**src/erm_pkg.sv**
```systemverilog
// Shared types and constants for the Euler-angle rotation matrix pipeline.
package erm_pkg;

  // Unsigned Q30 fraction, 0 .. 1.0 inclusive
  typedef logic [30:0] q30_t;
  // Signed Q30 sine or cosine
  typedef logic signed [31:0] trig_t;
  // One Q2.14 matrix element and the upper-left 3x3 block, [row][col]
  typedef logic signed [15:0] elem_t;
  typedef logic [2:0][2:0][15:0] mat3_t;

  localparam q30_t        Q30_ONE      = 31'h4000_0000;
  localparam logic [61:0] Q30_HALF     = 62'h2000_0000;
  localparam logic [30:0] PI_2_Q30     = 31'd1686629713;
  localparam int          HORNER_TERMS = 8;
  // x, x^2, three stages per Horner term, final product
  localparam int          KERNEL_LAT   = 2 + 3 * HORNER_TERMS + 1;
  localparam int          DEG_QUARTER  = 90;
  localparam logic [1:0]  LAST_ROW     = 2'd3;

  // Taylor denominator (2k)(2k+1) for Horner term k
  function automatic int horner_div(input int k);
    return (2 * k) * (2 * k + 1);
  endfunction

endpackage

```
**src/erm_row_out.sv**
```systemverilog
// Output stage: holds one matrix and sends it as four row words.
module erm_row_out #(
  parameter int ELEM_FRAC_BITS = 14
) (
  input  logic           clk_i,
  input  logic           rst_ni,
  input  logic           valid_i,
  input  erm_pkg::mat3_t mat_i,
  output logic           ready_o,
  output logic           m_axis_tvalid_o,
  input  logic           m_axis_tready_i,
  output logic [71:0]    m_axis_tdata_o,
  output logic           m_axis_tlast_o
);

  localparam logic [15:0] ONE_ELEM = (ELEM_FRAC_BITS >= 15) ? 16'h7FFF
                                                            : 16'(1 << ELEM_FRAC_BITS);

  logic           busy_q;
  logic [1:0]     row_q;
  erm_pkg::mat3_t mat_q;
  logic           load;
  logic           is_last;
  logic [15:0]    c0, c1, c2, c3;

  assign is_last = (row_q == erm_pkg::LAST_ROW);
  assign ready_o = !busy_q || (is_last && m_axis_tready_i);
  assign load    = valid_i && ready_o;

  always_ff @(posedge clk_i or negedge rst_ni) begin
    if (!rst_ni) begin
      busy_q <= 1'b0;
      row_q  <= '0;
    end else if (load) begin
      busy_q <= 1'b1;
      row_q  <= '0;
    end else if (busy_q && m_axis_tready_i) begin
      if (is_last) begin
        busy_q <= 1'b0;
      end else begin
        row_q <= row_q + 2'd1;
      end
    end
  end

  always_ff @(posedge clk_i) begin
    if (load) begin
      mat_q <= mat_i;
    end
  end

  always_comb begin
    if (is_last) begin
      c0 = '0;
      c1 = '0;
      c2 = '0;
      c3 = ONE_ELEM;
    end else begin
      c0 = mat_q[row_q][0];
      c1 = mat_q[row_q][1];
      c2 = mat_q[row_q][2];
      c3 = '0;
    end
  end

  assign m_axis_tvalid_o = busy_q;
  assign m_axis_tlast_o  = is_last;
  assign m_axis_tdata_o  = {6'b0, c3, c2, c1, c0, row_q};

  // a non-final row is followed directly by the next row
  a_row_step: assert property (@(posedge clk_i) disable iff (!rst_ni)
      (busy_q && m_axis_tready_i && !is_last) |=> (busy_q && row_q == $past(row_q) + 2'd1))
    else $error("row sequence broken");

  // a new matrix always starts at row 0
  a_load_row0: assert property (@(posedge clk_i) disable iff (!rst_ni)
      load |=> (busy_q && row_q == 2'd0))
    else $error("matrix load did not restart at row 0");

  // a matrix is never replaced before its last row is taken
  a_no_overwrite: assert property (@(posedge clk_i) disable iff (!rst_ni)
      (load && busy_q) |-> (is_last && m_axis_tready_i))
    else $error("matrix overwritten mid-frame");

endmodule

```
**config.mk**
```make
export PLATFORM = sky130hd
export DESIGN_NAME = erm_row_out
export DESIGN_NICKNAME = d
export VERILOG_FILES = /design/src/erm_pkg.sv /design/src/erm_row_out.sv
export SDC_FILE = /design/constraint.sdc
export NUM_CORES = 1
export LEC_CHECK = 0
export ABC_AREA = 1
export ABC_CLOCK_PERIOD_IN_PS = 8600
export BUFFER_PORTS_ARGS = -buffer_cell sky130_fd_sc_hd__buf_2
export CORE_MARGIN = 4
export CORE_UTILIZATION = 50
export DETAILED_ROUTE_END_ITERATION = 7
export PLACE_DENSITY = 0.79
export RECOVER_POWER = 25
export SYNTH_ARGS = -nofsm -noshare
export SYNTH_HDL_FRONTEND = slang
export SYNTH_SLANG_ARGS = --single-unit
```
**constraint.sdc**
```tcl
create_clock -name clk_i -period 8.6 [get_ports clk_i]
set_clock_uncertainty 0.1 [all_clocks]
set_input_delay 1.72 -clock clk_i [delete_from_list [all_inputs] [get_ports clk_i]]
set_output_delay 1.72 -clock clk_i [all_outputs]
set_load 0.05 [all_outputs]
```
## Word level (Yosys, flattened, before mapping)

Cells that the tools add are included.

| word-level totals | value |
|---|---|
| register bits after elaboration | 147 |
| input bits | 148 |
| output and inout port bits | 75 |
| logic and storage cells | 36 |

| operators by class | value |
|---|---|
| add/sub/neg operators | 1 |
| order comparisons | 1 |
| equal/unequal tests | 2 |
| multiplexer cells | 12 |
| reduce and logical (&&, ||, !) cells | 9 |

Operator list:

| cell | number |
|---|---|
| $bmux 48 s2 | 1 |
| $mux 16 | 3 |
| $mux 48 | 1 |
| $mux 15 | 1 |
| $mux 2 | 3 |
| $reduce_and 2->1 | 2 |
| $reduce_bool 2->1 | 2 |
| $logic_and 1x1->1 | 3 |
| $lt 2x3->1 const B | 1 |
| $mux 1 | 3 |
| $add 2x1->2 const B | 1 |
| $eq 2x2->1 const B | 1 |
| $ne 2x2->1 const B | 1 |
| $logic_not 1->1 | 1 |
| $logic_or 1x1->1 | 1 |

## Longest topological paths before layout

| depth | value |
|---|---|
| depth in word-level cells | 6 |
| gate-level depth with buffers | 7 |
| depth with buffers taken out | 7 |

## Worst setup path after synthesis

OpenSTA, ideal clock, no wires.

| path | value |
|---|---|
| path type | input to register |
| start point | input m_axis_tready_i |
| end point | register mat_q[0] in the netlist's numbering, enable pin |
| library setup time | 0.649 ns |
| data arrival time | 7.866 ns |
| path slack | -0.015 ns |
| cell stages on the path | 4 |
| path buffers | 0 |
| cell sequence | inv_1 > nand2_1 > nand2_1 > nor2_1 |

| on the way | value |
|---|---|
| cells in the longest elaborated chain, start to end | 3 |

Ends and longest elaborated chain:

| element | line | source |
|---|---|---|
| start, declared | erm_row_out.sv:11 | `input logic m_axis_tready_i,` |
| $logic_and 1x1->1 | erm_row_out.sv:27 | `assign ready_o = !busy_q \|\| (is_last && m_axis_tready_i);` |
| $logic_or 1x1->1 | erm_row_out.sv:27 |  |
| $logic_and 1x1->1 | erm_row_out.sv:28 | `assign load = valid_i && ready_o;` |
| named net load | erm_row_out.sv:22 | `logic load;` |
| end signal, assigned | erm_row_out.sv:48 | `mat_q <= mat_i;` |
| end, declared | erm_row_out.sv:21 | `erm_pkg::mat3_t mat_q;` |

The timed path passes the listed nets, and every way through them passes these cells.
A chain may end at the register's enable or synchronous reset.

## Worst setup path in the final report

| path | value |
|---|---|
| start point | register row_q[0] |
| end point | output ready_o |

| on the way | value |
|---|---|
| cells in the longest elaborated chain, start to end | 3 |

Ends and longest elaborated chain:

| element | line | source |
|---|---|---|
| start, declared | erm_row_out.sv:20 | `logic [1:0] row_q;` |
| start signal, assigned | erm_row_out.sv:41 | `row_q <= row_q + 2'd1;` |
| $eq 2x2->1 | erm_row_out.sv:26 | `assign is_last = (row_q == erm_pkg::LAST_ROW);` |
| $logic_and 1x1->1 | erm_row_out.sv:27 |  |
| $logic_or 1x1->1 | erm_row_out.sv:27 |  |
| end, declared | erm_row_out.sv:9 | `output logic ready_o,` |

No other way between the ends.

==> impl_metrics.tcl <==
set metrics [dict create \
    status "complete, no violations" \
    r2r_slack_ns 4.99 \
    fin_crit_ns 4.86 \
    die_y_um 120 \
    io_buffer_count 201 \
    dr.pass1.iters 5 \
    clock_latency_ns 0.41 \
    syn_inst 553 \
    dr_total_vias 4381 \
    cts_num_sinks 147 \
    max_slew_margin_pct 23.7 \
    required_ns 6.78 \
    startpoint_type "flip-flop" \
    worstHoldPathType "reg2reg" \
    io_pins 223 \
    syn-cell-area_sq_mm 0.00622 \
    fin_setup_tns_ns 0 \
    avgSynthCellArea_sq_um 11.2 \
    cp.arrival_ns 3.04 \
    synth-seq-area-share_pct 70.8 \
    synth_seq_cells 147 \
    root_buffer "clkbuf_16" \
    final_cells 931 \
    avgRoutedWirePerCell_um 14.7 \
    grt_antenna_before_repair 1 \
    dpl.hpwl_um 9010 \
    htreeDepth 4 \
    initial_core_util_pct 51.3 \
    cts.clk_slew.worst_paths_ns 0.06 \
    coreArea_sq_mm 0.0121 \
    holdWs_ns 0.463 \
    cts_tree "done" \
    place_inst 898 \
    drtIter0Drc 345 \
    drive_gt1_share_pct 31.5 \
    grt_max_degree 74 \
    crit_type "reg2out" \
    via_per_inst 4.71 \
    fmaxAchievable_mhz 206 \
    tightestPinTransition_ns 1.14 \
    drv_slew 0 \
    cp_cell_sequence "buf_4, ha_2, inv_1, nand2_1, nand2_1, inv_1, buf_2" \
    final.fill_count 943 \
    grt_pass1_wl_um 21400 \
    drt-total-wl_um 13700 \
    endpoint_kind "output pin" \
    die_w_um 120 \
    gr-total-overflow 0 \
    vdd_drop_max_uv 278 \
    grt_pass1_vias 4440 \
    drc_errors 0 \
    cts_setup_buffers 0 \
    p_per_area_mw_per_mm2 374 \
    hold_viol_final 0 \
    rsz0062_at_grt "no" \
    postRouteAntennaNets 0 \
    num_rows 40 \
    cts_buffer_depth 2 \
    synth_cell_types 17 \
    crit_slowest_cell "ha_2" \
    die-area_sq_mm 0.0143 \
    grtUsageTotal_pct 19.4 \
    cap_violations 0 \
    place.gp.congestion 0.775 \
    cts_resized 0 \
    yosys_warnings 0 \
    cpPeakStageDelay_ns 1.02 \
    post-route-period-util_pct 56.5 \
    setup_viol 0 \
    final_net_count 898 \
    cp_max_fo 53 \
    static-leakage-power_uw 0.00357 \
    cts-hold-fix-buffers 0 \
    syn_to_final_growth_pct 25.5 \
    cts_buffers 17 \
]
## cell usage in the layout (no fill, tap or decap)
| cell type | count |
|---|---|
| dfrtp_1 | 2 |
| clkbuf_1 | 2 |
| nand4_1 | 2 |
| ha_2 | 1 |
| inv_2 | 2 |
| diode_2 | 1 |
| buf_4 | 4 |
| dfrtp_2 | 1 |
| nor2_4 | 2 |
| inv_1 | 100 |
| conb_1 | 21 |
| clkinv_2 | 1 |
| clkinvlp_4 | 2 |
| clkinv_1 | 1 |
| clkinv_4 | 4 |
| a21oi_1 | 48 |
| nand2_1 | 154 |
| inv_6 | 4 |
| buf_2 | 200 |
| clkbuf_16 | 17 |
| edfxtp_1 | 144 |
| bufinv_16 | 2 |
| nand3_1 | 48 |
## final timing paths
kind | from | to | depth (start not counted)
worst max-delay path | row_q[0]$_DFFE_PN0P_ | ready_o | 7
worst min-delay path | row_q[1]$_DFFE_PN0P_ | row_q[1]$_DFFE_PN0P_ | 2
worst max register to register | row_q[0]$_DFFE_PN0P_ | mat_q[20]$_DFFE_PP_ | 7
worst min register to register | row_q[1]$_DFFE_PN0P_ | row_q[1]$_DFFE_PN0P_ | 2
max in group asynchronous | rst_ni | row_q[0]$_DFFE_PN0P_ | 1
min in group asynchronous | rst_ni | m_axis_tvalid_o$_DFFE_PN0P_ | 1
## final cells by class
| type | instances | area (sq um) | share of cell area [%] |
|---|---|---|---|
| clock buffer | 18 | 429 | 5.50 |
| inverter | 102 | 383 | 4.91 |
| sequential | 147 | 4400 | 56.4 |
| antenna | 1 | 2.50 | 0.0321 |
| tap | 168 | 210 | 2.69 |
| clock inverter | 14 | 154 | 1.97 |
| multi-input combinational | 276 | 1190 | 15.2 |
| timing repair buffer | 205 | 1030 | 13.3 |
## synth_stat cells
master	instances	area share [%]
inv_1	100	6.0
edfxtp_1	144	70
buf_2	11	0.89
ha_1	1	0.20
nor2_1	1	0.060
a21oi_1	48	3.9
nor2_4	1	0.18
buf_6	7	1.3
nand3_1	48	3.9
nand2_1	154	9.3
nand4_1	2	0.20
dfrtp_1	3	1.2
inv_2	2	0.12
conb_1	1	0.060
clkbuf_1	4	0.24
buf_4	23	2.8
buf_1	3	0.18
## stage by stage
step                      total power, uW  worst slack (ns)  instance area, sq um  util [%]
after global placement               2200              4.25                  7220      59.6
after detailed placement             2220              4.16                  7220      59.6
after CTS                            2950              3.70                  7800      64.4
final                                2920              3.74                  7800      64.4
after floorplan                      1960              2.42                  6290         -
after global routing                 3070              3.49                  7800      64.4
## cells by family (layout without fill, tap and decap cells)
group | count (synthesis) | count (layout) | share of synthesized area (%)
simple gates | 206 | 206 | 13.6
buf+inv | 150 | 339 | 11.5
flops | 147 | 147 | 70.8
compound gates | 48 | 48 | 3.86
fa+ha+maj | 1 | 1 | 0.201
other cells | 1 | 22 | 0.0603
## layer usage
| metal | global-route usage [%] | vias to the layer above | part of all wire [%] |
|---|---|---|---|
| met5 | 0 | - | 0.051 |
| li1 | - | 2141 | - |
| met1 | 21.9 | 2019 | 38 |
| met4 | 5.51 | 2 | 1.3 |
| met2 | 34.4 | 204 | 52 |
| met3 | 7.54 | 15 | 9.1 |
## power by group
part	switching, uW	internal [uW]	total [uW]
sequential	16.9	863	880
combinational	1040	276	1320
clock	290	431	721
total	1350	1570	2920
## registers in the layout, indices dropped and copies added, names as in the netlist
| signal | flops |
|---|---|
| m_axis_tvalid_o | 1 |
| mat_q | 144 |
| row_q | 2 |
## worst max-delay path: cells and delay by family, from the launching register on
kind | cells | cell delay (ns)
buffers and inverters | 4 | 1.01
AND/OR/NAND/NOR | 2 | 0.24
flip-flops | 1 | 0.34
adder cells (fa/ha/maj) | 1 | 1.02
Power figures use the tool's default switching activity.
